## src/hdl/edfq_pkg.sv

```systemverilog
`default_nettype none
package edfq_pkg;

    localparam int QUEUE_DEPTH = 16;
    localparam int IDX_W       = $clog2(QUEUE_DEPTH);
    localparam int CNT_W       = $clog2(QUEUE_DEPTH + 1);
    localparam int ID_W        = 8;
    localparam int DL_W        = 64;
    localparam int FUNC_W      = 2;
    localparam int STATUS_W    = 3;
    localparam int RC_W        = 5;

    localparam int S_TDATA_W   = 72;
    localparam int S_TUSER_W   = FUNC_W;
    localparam int M_TDATA_W   = 88;

    typedef enum logic [FUNC_W-1:0] {
        FUNC_ENQ     = 2'd0,
        FUNC_DEQ     = 2'd1,
        FUNC_PICK    = 2'd2,
        FUNC_PREEMPT = 2'd3
    } func_t;

    typedef enum logic [STATUS_W-1:0] {
        ST_OK     = 3'd0,
        ST_ZERO   = 3'd1,
        ST_FULL   = 3'd2,
        ST_DUP    = 3'd3,
        ST_ABSENT = 3'd4
    } status_t;

    typedef struct packed {
        logic [ID_W-1:0] id;
        logic [DL_W-1:0] dl;
    } entry_t;

    localparam int ENTRY_W = $bits(entry_t);

    typedef struct packed {
        logic id_hit;
        logic dl_le;
    } cmp_t;

endpackage
`default_nettype wire

```

## src/hdl/edfq_ram.sv

```systemverilog
`default_nettype none
module edfq_ram #(
    parameter int WIDTH = 8,
    parameter int DEPTH = 16
) (
    input  wire logic                                   clk,
    input  wire logic                                   wr_en,
    input  wire logic [((DEPTH > 1) ? $clog2(DEPTH) : 1)-1:0] wr_addr,
    input  wire logic [WIDTH-1:0]                       wr_data,
    input  wire logic                                   rd_en,
    input  wire logic [((DEPTH > 1) ? $clog2(DEPTH) : 1)-1:0] rd_addr,
    output logic      [WIDTH-1:0]                       rd_data
);

    logic [WIDTH-1:0] mem_reg [DEPTH];
    logic [WIDTH-1:0] rd_data_reg;

    always_ff @(posedge clk)
    begin
        if (wr_en)
        begin
            mem_reg[wr_addr] <= wr_data;
        end
        if (rd_en)
        begin
            rd_data_reg <= mem_reg[rd_addr];
        end
    end

    assign rd_data = rd_data_reg;

endmodule
`default_nettype wire

```

## src/hdl/edfq_cmp.sv

```systemverilog
`default_nettype none
module edfq_cmp (
    input  wire edfq_pkg::entry_t       entry,
    input  wire logic [edfq_pkg::ID_W-1:0] key_id,
    input  wire logic [edfq_pkg::DL_W-1:0] key_dl,
    output edfq_pkg::cmp_t              result
);

    import edfq_pkg::*;

    // dl_le: stored deadline not later than key, so the key goes behind it
    always_comb
    begin
        result.id_hit = (entry.id == key_id);
        result.dl_le  = (entry.dl <= key_dl);
    end

endmodule
`default_nettype wire

```

## src/hdl/edf_ready_queue_unit.sv

```systemverilog
`default_nettype none
// Operation: pick, preempt check and zero-deadline enqueue go straight to the head read;
// other enqueues and dequeues first scan every queued entry and decide, then shift one
// entry per step and, on a successful enqueue, write the new entry.
// Throughput: one word at a time; the next is taken in the cycle after the result is
// registered, and a stalled result holds the next result in S_HEADCAP.
// Reset (rst_n low, async): queue empty, no result pending; RAM is not cleared.
module edf_ready_queue_unit (
    input  wire logic                             clk,
    input  wire logic                             rst_n,
    input  wire logic                             s_axis_tvalid,
    output logic                                  s_axis_tready,
    // task_id[7:0], deadline[71:8]
    input  wire logic [edfq_pkg::S_TDATA_W-1:0]   s_axis_tdata,
    // func[1:0]
    input  wire logic [edfq_pkg::S_TUSER_W-1:0]   s_axis_tuser,
    output logic                                  m_axis_tvalid,
    input  wire logic                             m_axis_tready,
    // status[2:0], head_valid[3], head_task[11:4], head_deadline[75:12],
    // running_count[80:76], preempt[81], zero[87:82]
    output logic      [edfq_pkg::M_TDATA_W-1:0]   m_axis_tdata
);

    import edfq_pkg::*;

    typedef enum logic [6:0] {
        S_IDLE    = 7'b0000001,
        S_SCAN    = 7'b0000010,
        S_DECIDE  = 7'b0000100,
        S_SHIFT   = 7'b0001000,
        S_WRNEW   = 7'b0010000,
        S_HEADRD  = 7'b0100000,
        S_HEADCAP = 7'b1000000
    } state_t;

    state_t               state_reg, state_next;
    func_t                func_reg, func_next;
    logic [ID_W-1:0]      id_reg, id_next;
    logic [DL_W-1:0]      dl_reg, dl_next;
    logic [CNT_W-1:0]     count_reg, count_next;
    logic [CNT_W-1:0]     scan_idx_reg, scan_idx_next;
    logic                 pend_reg, pend_next;
    logic [IDX_W-1:0]     pend_idx_reg, pend_idx_next;
    logic                 found_reg, found_next;
    logic [IDX_W-1:0]     found_pos_reg, found_pos_next;
    logic [CNT_W-1:0]     ins_pos_reg, ins_pos_next;
    logic [IDX_W-1:0]     dst_reg, dst_next;
    status_t              status_reg, status_next;
    logic                 out_vld_reg, out_vld_next;
    logic [M_TDATA_W-1:0] out_data_reg, out_data_next;

    logic                 ram_wr_en;
    logic [IDX_W-1:0]     ram_wr_addr;
    entry_t               ram_wr_data;
    logic                 ram_rd_en;
    logic [IDX_W-1:0]     ram_rd_addr;
    entry_t               ram_rd_data;
    cmp_t                 cmp;

    logic                 head_valid;
    logic [ID_W-1:0]      head_task;
    logic [DL_W-1:0]      head_deadline;
    logic                 preempt;

    edfq_ram #(
        .WIDTH (ENTRY_W),
        .DEPTH (QUEUE_DEPTH)
    ) u_ram (
        .clk     (clk),
        .wr_en   (ram_wr_en),
        .wr_addr (ram_wr_addr),
        .wr_data (ram_wr_data),
        .rd_en   (ram_rd_en),
        .rd_addr (ram_rd_addr),
        .rd_data (ram_rd_data)
    );

    edfq_cmp u_cmp (
        .entry  (ram_rd_data),
        .key_id (id_reg),
        .key_dl (dl_reg),
        .result (cmp)
    );

    assign s_axis_tready = (state_reg == S_IDLE);
    assign m_axis_tvalid = out_vld_reg;
    assign m_axis_tdata  = out_data_reg;

    assign head_valid    = (count_reg != '0);
    assign head_task     = head_valid ? ram_rd_data.id : '0;
    assign head_deadline = head_valid ? ram_rd_data.dl : '0;
    assign preempt       = (func_reg == FUNC_PREEMPT) && head_valid && !cmp.id_hit;

    always_comb
    begin
        state_next     = state_reg;
        func_next      = func_reg;
        id_next        = id_reg;
        dl_next        = dl_reg;
        count_next     = count_reg;
        scan_idx_next  = scan_idx_reg;
        pend_next      = pend_reg;
        pend_idx_next  = pend_idx_reg;
        found_next     = found_reg;
        found_pos_next = found_pos_reg;
        ins_pos_next   = ins_pos_reg;
        dst_next       = dst_reg;
        status_next    = status_reg;
        out_vld_next   = out_vld_reg & ~m_axis_tready;
        out_data_next  = out_data_reg;

        ram_wr_en   = 1'b0;
        ram_wr_addr = '0;
        ram_wr_data = ram_rd_data;
        ram_rd_en   = 1'b0;
        ram_rd_addr = '0;

        case (state_reg)
            S_IDLE:
            begin
                if (s_axis_tvalid)
                begin
                    func_next     = func_t'(s_axis_tuser);
                    id_next       = s_axis_tdata[ID_W-1:0];
                    dl_next       = s_axis_tdata[ID_W +: DL_W];
                    status_next   = ST_OK;
                    scan_idx_next = '0;
                    pend_next     = 1'b0;
                    found_next    = 1'b0;
                    ins_pos_next  = '0;
                    case (func_t'(s_axis_tuser))
                        FUNC_ENQ:
                        begin
                            if (s_axis_tdata[ID_W +: DL_W] == '0)
                            begin
                                status_next = ST_ZERO;
                                state_next  = S_HEADRD;
                            end
                            else
                            begin
                                state_next = S_SCAN;
                            end
                        end
                        FUNC_DEQ:
                        begin
                            state_next = S_SCAN;
                        end
                        default:
                        begin
                            state_next = S_HEADRD;
                        end
                    endcase
                end
            end

            // read entry i while comparing entry i-1
            S_SCAN:
            begin
                if (pend_reg)
                begin
                    if (cmp.id_hit)
                    begin
                        found_next     = 1'b1;
                        found_pos_next = pend_idx_reg;
                    end
                    if (cmp.dl_le)
                    begin
                        ins_pos_next = ins_pos_reg + CNT_W'(1);
                    end
                end
                if (scan_idx_reg < count_reg)
                begin
                    ram_rd_en     = 1'b1;
                    ram_rd_addr   = scan_idx_reg[IDX_W-1:0];
                    pend_next     = 1'b1;
                    pend_idx_next = scan_idx_reg[IDX_W-1:0];
                    scan_idx_next = scan_idx_reg + CNT_W'(1);
                end
                else
                begin
                    pend_next  = 1'b0;
                    state_next = S_DECIDE;
                end
            end

            S_DECIDE:
            begin
                if (func_reg == FUNC_ENQ)
                begin
                    if (found_reg)
                    begin
                        status_next = ST_DUP;
                        state_next  = S_HEADRD;
                    end
                    else if (count_reg >= CNT_W'(QUEUE_DEPTH))
                    begin
                        status_next = ST_FULL;
                        state_next  = S_HEADRD;
                    end
                    else if (ins_pos_reg == count_reg)
                    begin
                        state_next = S_WRNEW;
                    end
                    else
                    begin
                        dst_next    = count_reg[IDX_W-1:0];
                        ram_rd_en   = 1'b1;
                        ram_rd_addr = IDX_W'(count_reg - CNT_W'(1));
                        state_next  = S_SHIFT;
                    end
                end
                else
                begin
                    if (!found_reg)
                    begin
                        status_next = ST_ABSENT;
                        state_next  = S_HEADRD;
                    end
                    else
                    begin
                        count_next = count_reg - CNT_W'(1);
                        if (CNT_W'(found_pos_reg) + CNT_W'(1) < count_reg)
                        begin
                            dst_next    = found_pos_reg;
                            ram_rd_en   = 1'b1;
                            ram_rd_addr = found_pos_reg + IDX_W'(1);
                            state_next  = S_SHIFT;
                        end
                        else
                        begin
                            state_next = S_HEADRD;
                        end
                    end
                end
            end

            // move one entry per cycle; read of the next source overlaps the write
            S_SHIFT:
            begin
                ram_wr_en   = 1'b1;
                ram_wr_addr = dst_reg;
                ram_wr_data = ram_rd_data;
                if (func_reg == FUNC_ENQ)
                begin
                    if (CNT_W'(dst_reg) > ins_pos_reg + CNT_W'(1))
                    begin
                        ram_rd_en   = 1'b1;
                        ram_rd_addr = dst_reg - IDX_W'(2);
                        dst_next    = dst_reg - IDX_W'(1);
                    end
                    else
                    begin
                        state_next = S_WRNEW;
                    end
                end
                else
                begin
                    if (CNT_W'(dst_reg) + CNT_W'(1) < count_reg)
                    begin
                        ram_rd_en   = 1'b1;
                        ram_rd_addr = dst_reg + IDX_W'(2);
                        dst_next    = dst_reg + IDX_W'(1);
                    end
                    else
                    begin
                        state_next = S_HEADRD;
                    end
                end
            end

            S_WRNEW:
            begin
                ram_wr_en      = 1'b1;
                ram_wr_addr    = ins_pos_reg[IDX_W-1:0];
                ram_wr_data.id = id_reg;
                ram_wr_data.dl = dl_reg;
                count_next     = count_reg + CNT_W'(1);
                state_next     = S_HEADRD;
            end

            S_HEADRD:
            begin
                ram_rd_en   = 1'b1;
                ram_rd_addr = '0;
                state_next  = S_HEADCAP;
            end

            S_HEADCAP:
            begin
                if (!out_vld_reg || m_axis_tready)
                begin
                    out_vld_next  = 1'b1;
                    out_data_next = {6'b0, preempt, RC_W'(count_reg), head_deadline,
                                     head_task, head_valid, status_reg};
                    state_next    = S_IDLE;
                end
            end

            default:
            begin
                state_next = S_IDLE;
            end
        endcase
    end

    always_ff @(posedge clk or negedge rst_n)
    begin
        if (!rst_n)
        begin
            state_reg   <= S_IDLE;
            count_reg   <= '0;
            pend_reg    <= 1'b0;
            out_vld_reg <= 1'b0;
        end
        else
        begin
            state_reg   <= state_next;
            count_reg   <= count_next;
            pend_reg    <= pend_next;
            out_vld_reg <= out_vld_next;
        end
    end

    always_ff @(posedge clk)
    begin
        func_reg      <= func_next;
        id_reg        <= id_next;
        dl_reg        <= dl_next;
        scan_idx_reg  <= scan_idx_next;
        pend_idx_reg  <= pend_idx_next;
        found_reg     <= found_next;
        found_pos_reg <= found_pos_next;
        ins_pos_reg   <= ins_pos_next;
        dst_reg       <= dst_next;
        status_reg    <= status_next;
        out_data_reg  <= out_data_next;
    end

endmodule
`default_nettype wire

```

## config.mk

```make
export PLATFORM = sky130hd
export DESIGN_NAME = edf_ready_queue_unit
export DESIGN_NICKNAME = d
export VERILOG_FILES = /design/src/hdl/edfq_pkg.sv /design/src/hdl/edfq_ram.sv /design/src/hdl/edfq_cmp.sv /design/src/hdl/edf_ready_queue_unit.sv
export SDC_FILE = /design/constraint.sdc
export NUM_CORES = 2
export LEC_CHECK = 0
export BUFFER_PORTS_ARGS = -buffer_cell sky130_fd_sc_hd__buf_2
export CORE_ASPECT_RATIO = 0.6
export CORE_MARGIN = 4
export CORE_UTILIZATION = 40
export DETAILED_ROUTE_END_ITERATION = 16
export GPL_TIMING_DRIVEN = 0
export SLEW_MARGIN = 20
export SYNTH_ARGS = -nofsm -noshare
export SYNTH_HDL_FRONTEND = slang
export SYNTH_SLANG_ARGS = --single-unit
```

## constraint.sdc

```tcl
create_clock -name clk -period 13.5 [get_ports clk]
set_input_delay 0.675 -clock clk [delete_from_list [all_inputs] [get_ports clk]]
set_output_delay 0.675 -clock clk [all_outputs]
set_load 0.02 [all_outputs]
```

==> impl_metrics.tcl <==
set metrics [dict create \
    path_buf_inv 5 \
    tightest_slew_ns 1.113 \
    dieArea_mm2 0.1502 \
    holdWs_ns 0.08785 \
    synth_common_cells "1406 x edfxtp_1, 1072 x nand2_1, 163 x o21ai_0, 144 x mux2i_1, 106 x buf_2" \
    wl_per_cell_um 26.40 \
    cts-resized-gates 0 \
    critical_path.max_fanout 10 \
    largest_register_ffs 1152 \
    rows 107 \
    fp.dieH_um 301.8 \
    avgSynthCellArea_um2 14.41 \
    coreArea_mm2 0.1424 \
    synth_edf_count 1406 \
    nNetsFinal 4581 \
    antenna_found_initial 6 \
    slowest_stage "a2111oi_2" \
    synth_warnings 0 \
    vias 35630 \
    place.gp.congestion 0.8705 \
    tns_ns 0 \
    final_layout_size_suffix_gt1_frac 0.1629 \
    cts_root_buffer "clkbuf_16" \
    gr-usage-all-layers 0.2222 \
    path_depth 15 \
    grt_max_degree 56 \
    worstSetupPathType "reg2reg" \
    cts_num_sinks 1420 \
    maxSlewHeadroom 0.2558 \
    die_x_um 497.7 \
    drtIter0Drc 4897 \
    fmax_mhz 177.7 \
    end_kind "flop" \
    dpl_worst_slack_ns 8.107 \
    ant_nets 0 \
    crit_chain "clkbuf_1, inv_1, ha_1, nand2_1, o21ai_0, a31oi_1, a21o_1, a221oi_1, buf_2, buf_2, buf_2, nand2_1, nand2_1, o221ai_1, a2111oi_2" \
    setup_slack_ns 7.874 \
    clock_latency_ns 0.77 \
    start_util 0.4040 \
    min_delay_path_depth 1 \
    viasPerCell 5.545 \
    hold_viol 0 \
    yosysUniqueCellTypes 77 \
    tritoncts "done" \
    ir_worst_vdd_mv 0.1023 \
    path_clk_slew_ns 0.07 \
    syn_inst 3993 \
    io_pins 168 \
    grt_pass1_vias 33450 \
    hp-class "in2reg" \
    cp_top_family "compound AO/OA/AOI/OAI gates" \
    async_flop_share 0.009859 \
    synth-seq-cells 1420 \
    synthFlopType "edfxtp_1" \
    cts.path.max_buffers 3 \
    yosysSeqAreaShare 0.7397 \
    drt_wl_total_um 169700 \
    drv_cap 0 \
    cts.htree.levels 4 \
    dp_hpwl_um 119200 \
    synth_top_area_cell "edfxtp_1" \
    status "completed" \
    required_ns 13.95 \
    reg2regPathDepth 15 \
    synthTopCellsByArea "edfxtp_1 73%, nand2_1 7.0%, mux2i_1 2.5%" \
    yosys.area.top_type_share 0.7336 \
    gr-total-overflow 0 \
    max_stage_delay_ns 0.83 \
    rsz0062_at_grt "no" \
    firstDrtPassIters 6 \
    power_leakage_nw 24.31 \
    route.detailed.drc 0 \
    grt_pass1_wl_um 241500 \
    startpoint_type "flop" \
    cts_buffers 136 \
    slew_viol_final 0 \
    power.density_mw_per_mm2 161.4 \
    period_minus_slack_ns 5.626 \
    io_buffers 161 \
    areaGrowthSynthToFinish_pct 16.91 \
    cp.arrival_ns 6.07 \
    setup_viol 0 \
    fin_crit_sh 0.4167 \
    post-synth-top-count-cell "edfxtp_1" \
    synthesis.area_mm2 0.05755 \
    clock_skew_ns 0.04020 \
    power.total_w 0.01086 \
]
-- routing by layer --
layer	share of wire	global-route usage	vias up
met4	0.040	0.08804	2
li1	-	-	15740
met3	0.10	0.04658	259
met2	0.42	0.3143	1814
met5	0.000088	0	-
met1	0.44	0.3344	17810
-- stage by stage --
| stage | cell area [um^2] | utilization | cells |
|---|---|---|---|
| floorplan | 57570 | - | 3998 |
| global placement | 60760 | 0.4266 | 6066 |
| detailed placement | 62940 | 0.4419 | 6178 |
| CTS | 67270 | 0.4722 | 6423 |
| global route | 67280 | 0.4723 | 6425 |
| finish | 67290 | 0.4724 | 6426 |
-- power by group --
part	internal (W)	switching [W]	leakage, nW
combinational	0.000478	0.00119	9.34
clock	0.00211	0.00166	2.10
sequential	0.00527	0.000149	12.9
-- worst reg2reg max path, delay by kind of cell (launching register included) --
family / cells / cell delay, ns
AO/OA/AOI/OAI: 6 / 2.40
flip-flops: 1 / 0.34
AND/OR/NAND/NOR: 3 / 0.21
buffers and inverters: 5 / 1.99
adder cells (fa/ha/maj): 1 / 0.38
-- cell families after synthesis --
kind of cell	Yosys count	synth area share
flip-flops	1420	0.7397
XOR/XNOR	34	0.005174
AO/OA/AOI/OAI	544	0.07624
AND/OR/NAND/NOR	1458	0.1086
other	1	0.00006516
adder cells (fa/ha/maj)	92	0.02013
multiplexers	144	0.02504
buffers and inverters	300	0.02509
-- path summary, 6_finish.rpt --
check	from	to	slack, ns
worst max-delay path	count_reg[2]$_DFFE_PN0P_	u_ram.rd_data[58]$_DFFE_PP_	7.87
worst min-delay path	s_axis_tdata[6]	id_reg[6]$_DFFE_PP_	0.09
worst max register to register	count_reg[2]$_DFFE_PN0P_	u_ram.rd_data[58]$_DFFE_PP_	7.87
worst min register to register	pend_idx_reg[2]$_DFFE_PP_	found_pos_reg[2]$_DFFE_PP_	0.42
max in group asynchronous	rst_n	state_reg[0]$_DFFE_PN1P_	12.86
min in group asynchronous	rst_n	m_axis_tvalid$_DFF_PN0_	0.34
-- final cells by class --
type / instances / area [um^2]
repair buffers: 275 / 2746
clock inverters: 74 / 674.4
diodes: 2 / 5.005
multi-input cells: 2278 / 13820
plain buffers: 217 / 1134
clock buffers: 170 / 3637
inverters: 83 / 314.1
well taps: 1907 / 2386
flip-flops and latches: 1420 / 42570
fillers: 12210 / 75160
-- cell usage in the layout (no fill, tap or decap), drive strengths merged, types with 5 or more instances in the layout --
master    count
edfxtp     1406
nand2      1072
buf         417
clkbuf      244
o21ai       165
mux2i       144
nand3        94
ha           91
inv          89
nor2b        78
and2         76
a2111oi      75
a32oi        73
a211oi       72
o221ai       72
clkinv       53
nor2         51
a21oi        29
xnor2        26
nor4         21
nand4        19
nor3         17
a21o         14
dfrtp        13
bufinv       10
xor2          8
conb          6
o211ai        6
and3          5
o32ai         5
nand2b        5
clkinvlp      5
-- repair_timing --
action | CTS | global route
endpoints found under the hold margin | 13 | 0
setup buffers | 0 | 0
hold buffers | 1 | 0
(Power assumes the default switching activity.)
